===== config.mk =====
export PLATFORM = sky130hd
export DESIGN_NAME = adaptive_frame_pacer_core
export DESIGN_NICKNAME = d
export VERILOG_FILES = /design/src/afp_pkg.sv /design/src/adaptive_frame_pacer_core.sv
export SDC_FILE = /design/constraint.sdc
export NUM_CORES = 2
export LEC_CHECK = 0
export ABC_AREA = 1
export BUFFER_PORTS_ARGS = -buffer_cell sky130_fd_sc_hd__buf_2
export CORE_MARGIN = 3
export CORE_UTILIZATION = 54
export CTS_CLUSTER_DIAMETER = 40
export DETAILED_ROUTE_END_ITERATION = 8
export GPL_TIMING_DRIVEN = 1
export PLACE_DENSITY_LB_ADDON = 0.08
export SYNTH_ARGS = -nofsm -noshare
export SYNTH_HDL_FRONTEND = slang
export SYNTH_SLANG_ARGS = --single-unit

===== constraint.sdc =====
create_clock -name clk -period 9.7 [get_ports clk]
set_clock_uncertainty 0.2 [all_clocks]
set_input_delay 0.97 -clock clk [delete_from_list [all_inputs] [get_ports clk]]
set_output_delay 0.97 -clock clk [all_outputs]
set_load 0.1 [all_outputs]

===== src/afp_pkg.sv =====
// Shared types and constants of the adaptive frame pacer.
package afp_pkg;

  typedef enum logic [1:0] {
    ADJ_NONE  = 2'd0,
    ADJ_LOWER = 2'd1,
    ADJ_RAISE = 2'd2
  } adjust_t;

  // Configuration register indexes.
  localparam logic [2:0] CFG_ADAPT_ENABLE    = 3'd0;
  localparam logic [2:0] CFG_ADAPT_FACTOR    = 3'd1;
  localparam logic [2:0] CFG_INITIAL_TARGET  = 3'd2;
  localparam logic [2:0] CFG_MIN_INTERVAL_MS = 3'd3;
  localparam logic [2:0] CFG_MAX_TARGET      = 3'd4;

  // Configuration reset values.
  localparam logic        RST_ADAPT_ENABLE    = 1'b1;
  localparam logic [15:0] RST_ADAPT_FACTOR    = 16'd6554;
  localparam logic [15:0] RST_INITIAL_TARGET  = 16'd7680;
  localparam logic [15:0] RST_MIN_INTERVAL_MS = 16'd2000;
  localparam logic [15:0] RST_MAX_TARGET      = 16'd15360;

  // Rates in Q8.8 frames per second.
  localparam logic [15:0] Q_45FPS = 16'd11520;
  localparam logic [15:0] Q_30FPS = 16'd7680;

  // Drop-rate thresholds: 10% and 2% of frames, scaled for Q8.8 and ms.
  localparam logic [23:0] HIGH_DROP_MUL = 24'd2560000;
  localparam logic [23:0] LOW_DROP_MUL  = 24'd12800000;

  // Small factors for the rate comparisons.
  localparam logic [23:0] GOOD_FPS_MUL    = 24'd20;
  localparam logic [23:0] GOOD_TARGET_MUL = 24'd19;
  localparam logic [23:0] THR_MEAS_MUL    = 24'd5;
  localparam logic [23:0] THR_TARGET_MUL  = 24'd6;

  // Half frame time: 500 ms * 256 over a Q8.8 rate.
  localparam logic [22:0] TIMEOUT_NUM = 23'd128000;
  localparam logic [5:0]  TIMEOUT_MAX = 6'd33;

  localparam logic [2:0] DEPTH_FAST = 3'd2;
  localparam logic [2:0] DEPTH_MID  = 3'd3;
  localparam logic [2:0] DEPTH_SLOW = 3'd4;

endpackage


===== src/adaptive_frame_pacer_core.sv =====
// Adaptive frame pacer: sequencer around one shared 32x24 multiplier.
//
// Input beats arrive on the s_axis channel; tuser carries the operation
// (0 restart, 1 update) and tdata the time stamp, measured rate and drop
// total. Every input beat yields exactly one result beat on m_axis with the
// target rate, adjust code, queue depth, throttle flag and timeout.
// Configuration writes use the cfg channel, which is always ready; the user
// must make them only while the block is idle, which the block does not enforce.
//
// From input acceptance to the result load, a restart or a skipped update goes
// from S_CHECK straight to the throttle steps; an update that keeps the target
// also passes S_D through S_ADJ, and a full adaptation adds S_STEP and S_APPLY.
// All products go through one multiplier with a registered output, read in the
// state after the one that sets the operands; the timeout quotient is found bit
// by bit over six multiply and compare rounds. s_axis_tready is high only between
// items, so the next item is taken only once the previous result is loaded. The
// result sits in an output register, so a new item is accepted while the previous
// result still waits; if the receiver stalls, the next result holds in the last
// sequencer step until the register frees up. Reset (rst, synchronous) restores
// the register defaults and the pacer state to 30 fps with zero drop total and time stamp.
module adaptive_frame_pacer_core (
  input  logic        clk,
  input  logic        rst,
  input  logic        s_axis_tvalid,
  output logic        s_axis_tready,
  input  logic [79:0] s_axis_tdata,  // time_ms[31:0], render_fps[47:32], drop_total[79:48]
  input  logic [0:0]  s_axis_tuser,  // operation[0]
  output logic        m_axis_tvalid,
  input  logic        m_axis_tready,
  output logic [31:0] m_axis_tdata,  // target_rate[15:0], adjust[17:16], queue_depth[20:18],
                                     // throttle[21], timeout_ms[27:22], zero[31:28]
  input  logic        cfg_valid,
  output logic        cfg_ready,
  input  logic [2:0]  cfg_index,
  input  logic [15:0] cfg_data
);

  typedef enum logic [3:0] {
    S_IDLE,
    S_CHECK,
    S_D,
    S_H,
    S_L,
    S_G,
    S_G2,
    S_ADJ,
    S_STEP,
    S_APPLY,
    S_THR,
    S_THR2,
    S_THR3,
    S_TO_MUL,
    S_TO_CMP,
    S_OUT
  } state_t;

  state_t state;

  // Configuration registers.
  logic        adapt_enable;
  logic [15:0] adapt_factor;
  logic [15:0] initial_target;
  logic [15:0] min_interval_ms;
  logic [15:0] max_target;

  // Pacer state.
  logic [15:0] target_reg;
  logic [15:0] measured_reg;
  logic [31:0] last_drops;
  logic [31:0] last_time;

  // Item registers.
  logic        in_op;
  logic [31:0] in_time;
  logic [15:0] in_fps;
  logic [31:0] in_drops;
  logic [31:0] elapsed;
  logic [31:0] delta;
  logic [47:0] d_reg;
  logic        high;
  logic        low;
  logic [20:0] fps20;
  afp_pkg::adjust_t adjust;
  logic [18:0] m5;
  logic        throttle;
  logic [5:0]  qacc;
  logic [2:0]  bit_idx;

  // Shared multiplier.
  logic [31:0] mul_a;
  logic [23:0] mul_b;
  logic [55:0] mul_p;
  logic [55:0] prod;

  logic [31:0] elapsed_c;
  logic [5:0]  cand;
  logic [16:0] raised;
  logic [15:0] stepped;
  logic [15:0] stepped_next;
  logic [2:0]  depth;

  assign s_axis_tready = (state == S_IDLE);
  assign cfg_ready     = 1'b1;

  assign elapsed_c = in_time - last_time;
  assign cand      = qacc | (6'd1 << bit_idx);
  assign mul_p     = mul_a * mul_b;

  always_comb begin
    mul_a = {16'd0, target_reg};
    mul_b = 24'd0;
    unique case (state)
      S_D: begin
        mul_a = elapsed;
        mul_b = {8'd0, in_fps};
      end
      S_H: begin
        mul_a = delta;
        mul_b = afp_pkg::HIGH_DROP_MUL;
      end
      S_L: begin
        mul_a = delta;
        mul_b = afp_pkg::LOW_DROP_MUL;
      end
      S_G: begin
        mul_a = {16'd0, in_fps};
        mul_b = afp_pkg::GOOD_FPS_MUL;
      end
      S_G2: mul_b = afp_pkg::GOOD_TARGET_MUL;
      S_STEP: begin
        if (adjust == afp_pkg::ADJ_LOWER) begin
          mul_b = {7'd0, 17'h10000 - {1'b0, adapt_factor}};
        end else begin
          mul_b = {6'd0, 18'h20000 + {2'b0, adapt_factor}};
        end
      end
      S_THR: begin
        mul_a = {16'd0, measured_reg};
        mul_b = afp_pkg::THR_MEAS_MUL;
      end
      S_THR2: mul_b = afp_pkg::THR_TARGET_MUL;
      S_TO_MUL: mul_b = {18'd0, cand};
      default: mul_b = 24'd0;
    endcase
  end

  // New target after a lowering or raising step, capped and floored.
  always_comb begin
    raised = prod[33:17];
    if (adjust == afp_pkg::ADJ_LOWER) begin
      stepped = prod[31:16];
    end else if (raised > {1'b0, max_target}) begin
      stepped = max_target;
    end else begin
      stepped = raised[15:0];
    end
    stepped_next = (stepped == 16'd0) ? 16'd1 : stepped;
  end

  always_comb begin
    if (target_reg >= afp_pkg::Q_45FPS) begin
      depth = afp_pkg::DEPTH_FAST;
    end else if (target_reg >= afp_pkg::Q_30FPS) begin
      depth = afp_pkg::DEPTH_MID;
    end else begin
      depth = afp_pkg::DEPTH_SLOW;
    end
  end

  always_ff @(posedge clk) begin
    prod <= mul_p;
    if (rst) begin
      state           <= S_IDLE;
      m_axis_tvalid   <= 1'b0;
      adapt_enable    <= afp_pkg::RST_ADAPT_ENABLE;
      adapt_factor    <= afp_pkg::RST_ADAPT_FACTOR;
      initial_target  <= afp_pkg::RST_INITIAL_TARGET;
      min_interval_ms <= afp_pkg::RST_MIN_INTERVAL_MS;
      max_target      <= afp_pkg::RST_MAX_TARGET;
      target_reg      <= afp_pkg::Q_30FPS;
      measured_reg    <= afp_pkg::Q_30FPS;
      last_drops      <= 32'd0;
      last_time       <= 32'd0;
      adjust          <= afp_pkg::ADJ_NONE;
      qacc            <= 6'd0;
      bit_idx         <= 3'd0;
    end else begin
      // In the last step the result load below decides the valid flag.
      if (m_axis_tvalid && m_axis_tready && (state != S_OUT)) begin
        m_axis_tvalid <= 1'b0;
      end

      if (cfg_valid) begin
        unique case (cfg_index)
          afp_pkg::CFG_ADAPT_ENABLE:    adapt_enable    <= cfg_data[0];
          afp_pkg::CFG_ADAPT_FACTOR:    adapt_factor    <= cfg_data;
          afp_pkg::CFG_INITIAL_TARGET:  initial_target  <= cfg_data;
          afp_pkg::CFG_MIN_INTERVAL_MS: min_interval_ms <= cfg_data;
          afp_pkg::CFG_MAX_TARGET:      max_target      <= cfg_data;
          default: ;
        endcase
      end

      unique case (state)
        S_IDLE: begin
          if (s_axis_tvalid) begin
            in_op    <= s_axis_tuser[0];
            in_time  <= s_axis_tdata[31:0];
            in_fps   <= s_axis_tdata[47:32];
            in_drops <= s_axis_tdata[79:48];
            state    <= S_CHECK;
          end
        end
        S_CHECK: begin
          adjust  <= afp_pkg::ADJ_NONE;
          elapsed <= elapsed_c;
          delta   <= in_drops - last_drops;
          if (!in_op) begin
            target_reg   <= (initial_target == 16'd0) ? 16'd1 : initial_target;
            measured_reg <= initial_target;
            last_drops   <= in_drops;
            last_time    <= in_time;
            state        <= S_THR;
          end else if (adapt_enable && (elapsed_c >= {16'd0, min_interval_ms})) begin
            measured_reg <= in_fps;
            last_drops   <= in_drops;
            last_time    <= in_time;
            state        <= S_D;
          end else begin
            state <= S_THR;
          end
        end
        S_D: state <= S_H;
        S_H: begin
          d_reg <= prod[47:0];
          state <= S_L;
        end
        S_L: begin
          high  <= (prod > {8'd0, d_reg});
          state <= S_G;
        end
        S_G: begin
          low   <= (prod < {8'd0, d_reg});
          state <= S_G2;
        end
        S_G2: begin
          fps20 <= prod[20:0];
          state <= S_ADJ;
        end
        S_ADJ: begin
          if (high) begin
            adjust <= afp_pkg::ADJ_LOWER;
            state  <= S_STEP;
          end else if (low && (fps20 >= prod[20:0])) begin
            adjust <= afp_pkg::ADJ_RAISE;
            state  <= S_STEP;
          end else begin
            state <= S_THR;
          end
        end
        S_STEP: state <= S_APPLY;
        S_APPLY: begin
          target_reg <= stepped_next;
          state      <= S_THR;
        end
        S_THR: state <= S_THR2;
        S_THR2: begin
          m5    <= prod[18:0];
          state <= S_THR3;
        end
        S_THR3: begin
          throttle <= (m5 > prod[18:0]);
          qacc     <= 6'd0;
          bit_idx  <= 3'd5;
          state    <= S_TO_MUL;
        end
        S_TO_MUL: state <= S_TO_CMP;
        S_TO_CMP: begin
          // Keep the trial bit while the quotient stays within the clamp.
          if ((cand <= afp_pkg::TIMEOUT_MAX) && (prod[22:0] <= afp_pkg::TIMEOUT_NUM)) begin
            qacc <= cand;
          end
          if (bit_idx == 3'd0) begin
            state <= S_OUT;
          end else begin
            bit_idx <= bit_idx - 3'd1;
            state   <= S_TO_MUL;
          end
        end
        S_OUT: begin
          if (!m_axis_tvalid || m_axis_tready) begin
            m_axis_tdata  <= {4'd0, qacc, throttle, depth, adjust, target_reg};
            m_axis_tvalid <= 1'b1;
            state         <= S_IDLE;
          end
        end
        default: state <= S_IDLE;
      endcase
    end
  end

  a_target_nonzero: assert property (@(posedge clk) disable iff (rst)
    target_reg != 16'd0)
    else $error("target rate reached zero");

  a_timeout_range: assert property (@(posedge clk) disable iff (rst)
    m_axis_tvalid |-> (m_axis_tdata[27:22] >= 6'd1) && (m_axis_tdata[27:22] <= 6'd33))
    else $error("timeout outside 1 to 33");

  a_quotient_bound: assert property (@(posedge clk) disable iff (rst)
    (state == S_TO_CMP) |=> (qacc <= afp_pkg::TIMEOUT_MAX))
    else $error("timeout quotient exceeded clamp");

  a_depth_tracks_target: assert property (@(posedge clk) disable iff (rst)
    (state == S_OUT) && (!m_axis_tvalid || m_axis_tready) |=>
      ((m_axis_tdata[20:18] == afp_pkg::DEPTH_FAST) == (m_axis_tdata[15:0] >= afp_pkg::Q_45FPS)))
    else $error("queue depth does not match target rate");

endmodule


==> flow_metrics.py <==
metrics = {
    "detailed_routing": {
        "drc": 0,
        "dr.pass1.iters": 6,
        "via_count": 38734,
        "avgRoutedWirePerCell_um": 20.00,
        "drt-initial-drc-count": 2722,
        "wirelength_um": 143800,
        "ant_nets": 0,
        "routed_via_density": 5.385,
    },
    "global_route": {
        "grt_pass1_wl_um": 223300,
        "overflow": 0,
        "grt_use_total_pct": 31.18,
        "grt_pass1_vias": 39190,
        "grt.met3_usage_pct": 4.489,
        "grt_max_degree": 104,
        "antenna_found_initial": 0,
        "grt_busiest_layer": "met2",
        "met2_usage_pct": 51.25,
        "use_met1_pct": 39.97,
    },
    "sta": {
        "slew_viol_final": 0,
        "period_needed_ns": 9.219,
        "fmax_mhz": 108.5,
        "finalHoldViolCount": 0,
        "fin_crit_sh_pct": 95.04,
        "setup_violations": 0,
        "tightestPinTransition_ns": 1.091,
        "whs_ns": 0.2096,
        "slew_headroom_pct": 27.03,
    },
    "clock_network": {
        "cts_root_buffer": "clkbuf_16",
        "cts_max_path_buffers": 3,
        "clock-sinks": 497,
        "cts_tree": "built",
        "clk_pin_slew_worst_paths_ns": 0.06,
        "clock_latency_ns": 0.65,
        "cts_hold_buf": 0,
        "cts_made_buffers": 76,
        "h-tree-depth": 3,
    },
    "place": {
        "dp.final_hpwl_um": 118000,
        "dpl_cell_area_sq_um": 50410,
        "gp_congestion": 0.9940,
        "io_buffers": 134,
    },
    "setup_path": {
        "worstPathArrival_ns": 9.53,
        "cp_data_required_time_ns": 10.01,
        "start_kind": "flip-flop",
        "crit_slowest_cell": "fa_1",
        "crit_path_end_kind": "flip-flop",
        "path_buf_inv": 10,
        "crit_top_cell": "fa_1",
        "crit_type": "reg2reg",
        "cp_max_fo": 19,
        "critical_path.top_delay_family": "adder cells",
        "critPathMaxStageDelay_ns": 0.55,
    },
    "synthesis": {
        "synthFlopType": "edfxtp_1",
        "ys_types": 57,
        "async_flop_share_pct": 0,
        "syn_area_per_cell_sq_um": 8.296,
        "syn-cell-area_sq_um": 48440,
        "synth_area_leader_cell": "fa_1",
        "postSynthCellCount": 5839,
        "synth_edf_count": 264,
        "yosys-top-cells-area": "fa_1 25%, edfxtp_1 16%, ha_1 10%, inv_1 10%, dfxtp_1 9.6%",
        "synth-seq-cells": 497,
        "yosysWarnings": 0,
        "synth_top_area_share_pct": 24.59,
        "ys_seq_area_share_pct": 25.99,
    },
    "die": {
        "die_area_sq_um": 93340,
        "dieHeight_um": 305.5,
        "core_area_sq_um": 88650,
        "die_w_um": 305.5,
        "io_pins": 140,
        "row_count": 109,
        "start_util_pct": 54.65,
    },
    "pwr": {
        "power_leakage_nw": 26.72,
        "finalPower_mw": 10.34,
        "peakVddDrop_mv": 0.1964,
        "power.density_nw_per_um2": 194.3,
    },
    "finish": {
        "largest_reg_flops": 56,
        "final_common_cell": "inv_1",
        "most-common-layout-cells": "1337 x inv_1, 1103 x nand2_1, 595 x fa_1",
        "fin_nets": 7069,
        "diodes": 0,
        "fillers": 8204,
        "utilization_pct": 60.04,
        "drive_gt1_share_pct": 7.117,
        "final_cell_area_sq_um": 53230,
        "area_delta_synth_final_pct": 9.880,
    },
    "run": {
        "max_cap_viol_count": 0,
    },
    "status": {
        "status": "completed",
    },
    "min_path": {
        "hold_path.class": "reg2reg",
    },
}
==> logic make-up after synthesis <==
kind of cell               after synthesis  synth area share (%)
and+or+nand+nor                       2019                 16.88
buffers and inverters                 1549                 12.42
adders and majority gates              999                 35.02
AOI/OAI and AO/OA                      671                 7.816
DFF                                    497                 25.99
xor gates and xnor gates               102                 1.844
other                                    2               0.01550
==> what timing repair did <==
action / CTS / global route
resized for setup: 0 / 10
setup endpoints to repair: 0 / 12
hold endpoints to repair: 0 / 0
buffers inserted: 0 / 4
==> report_power, final <==
part	internal [mW]	total (mW)	switching (mW)	leakage, nW
sequential	2.55	2.79	0.238	4.33
clock	1.80	2.90	1.10	1.34
combinational	1.57	4.65	3.08	21.0
total	5.93	10.3	4.41	26.7
==> layout make-up <==
class / instances / area [sq um] / share of cell area [%]
multi-input combinational: 3796 / 29930 / 56.23
sequential: 497 / 12590 / 23.66
inverter: 1372 / 5166 / 9.706
clock buffer: 89 / 2054 / 3.860
tap: 1165 / 1458 / 2.739
timing repair buffer: 222 / 1331 / 2.501
clock inverter: 52 / 694.4 / 1.305
==> through the flow <==
| stage | cells | TNS (ns) | setup WS (ns) |
|---|---|---|---|
| 2_1_floorplan | 5842 | 0 | 1.898 |
| 3_3_place_gp | 7048 | 0 | 0.4768 |
| 3_5_place_dp | 7048 | 0 | 0.2650 |
| 4_1_cts | 7189 | 0 | 0.2246 |
| 5_1_grt | 7193 | -0.02217 | -0.02217 |
| 6_report | 7193 | 0 | 0.4809 |
==> cell usage after synthesis, drive strengths merged (2+ instances only) <==
cell     instances
a2111oi          4
a211oi          12
a21boi           7
a21o            14
a21oi          330
a221oi           4
a22oi            9
a31oi           14
and2             4
and3             6
buf             75
clkbuf         102
clkinv          12
conb             2
dfxtp          233
edfxtp         264
fa             595
ha             404
inv           1360
nand2         1110
nand3          213
nand3b           7
nand4           43
nor2           584
nor3            35
nor3b            2
nor4            15
o2111ai         12
o211ai          21
o21a             5
o21ai          211
o21bai          10
o221ai           4
o22ai            3
o311ai           3
o31ai            3
xnor2           31
xor2            71
==> metal layers <==
layer / routed length (um) / vias up / share of wire (%)
li1: - / 18243 / -
met5: 0 / - / 0
met2: 67020 / 1350 / 47
met1: 58600 / 18768 / 41
met3: 9167 / 373 / 6.4
met4: 9041 / 0 / 6.3
==> worst paths after layout <==
path | from | to | slack [ns] | depth (start not counted)
min reg2reg | prod[43] | d_reg[43] | 0.21 | 0
max reg2reg | state[1] | prod[41] | 0.48 | 33
max | state[1] | prod[41] | 0.48 | 33
min | prod[43] | d_reg[43] | 0.21 | 0
Note: power is estimated with default switching activity, not from simulation.
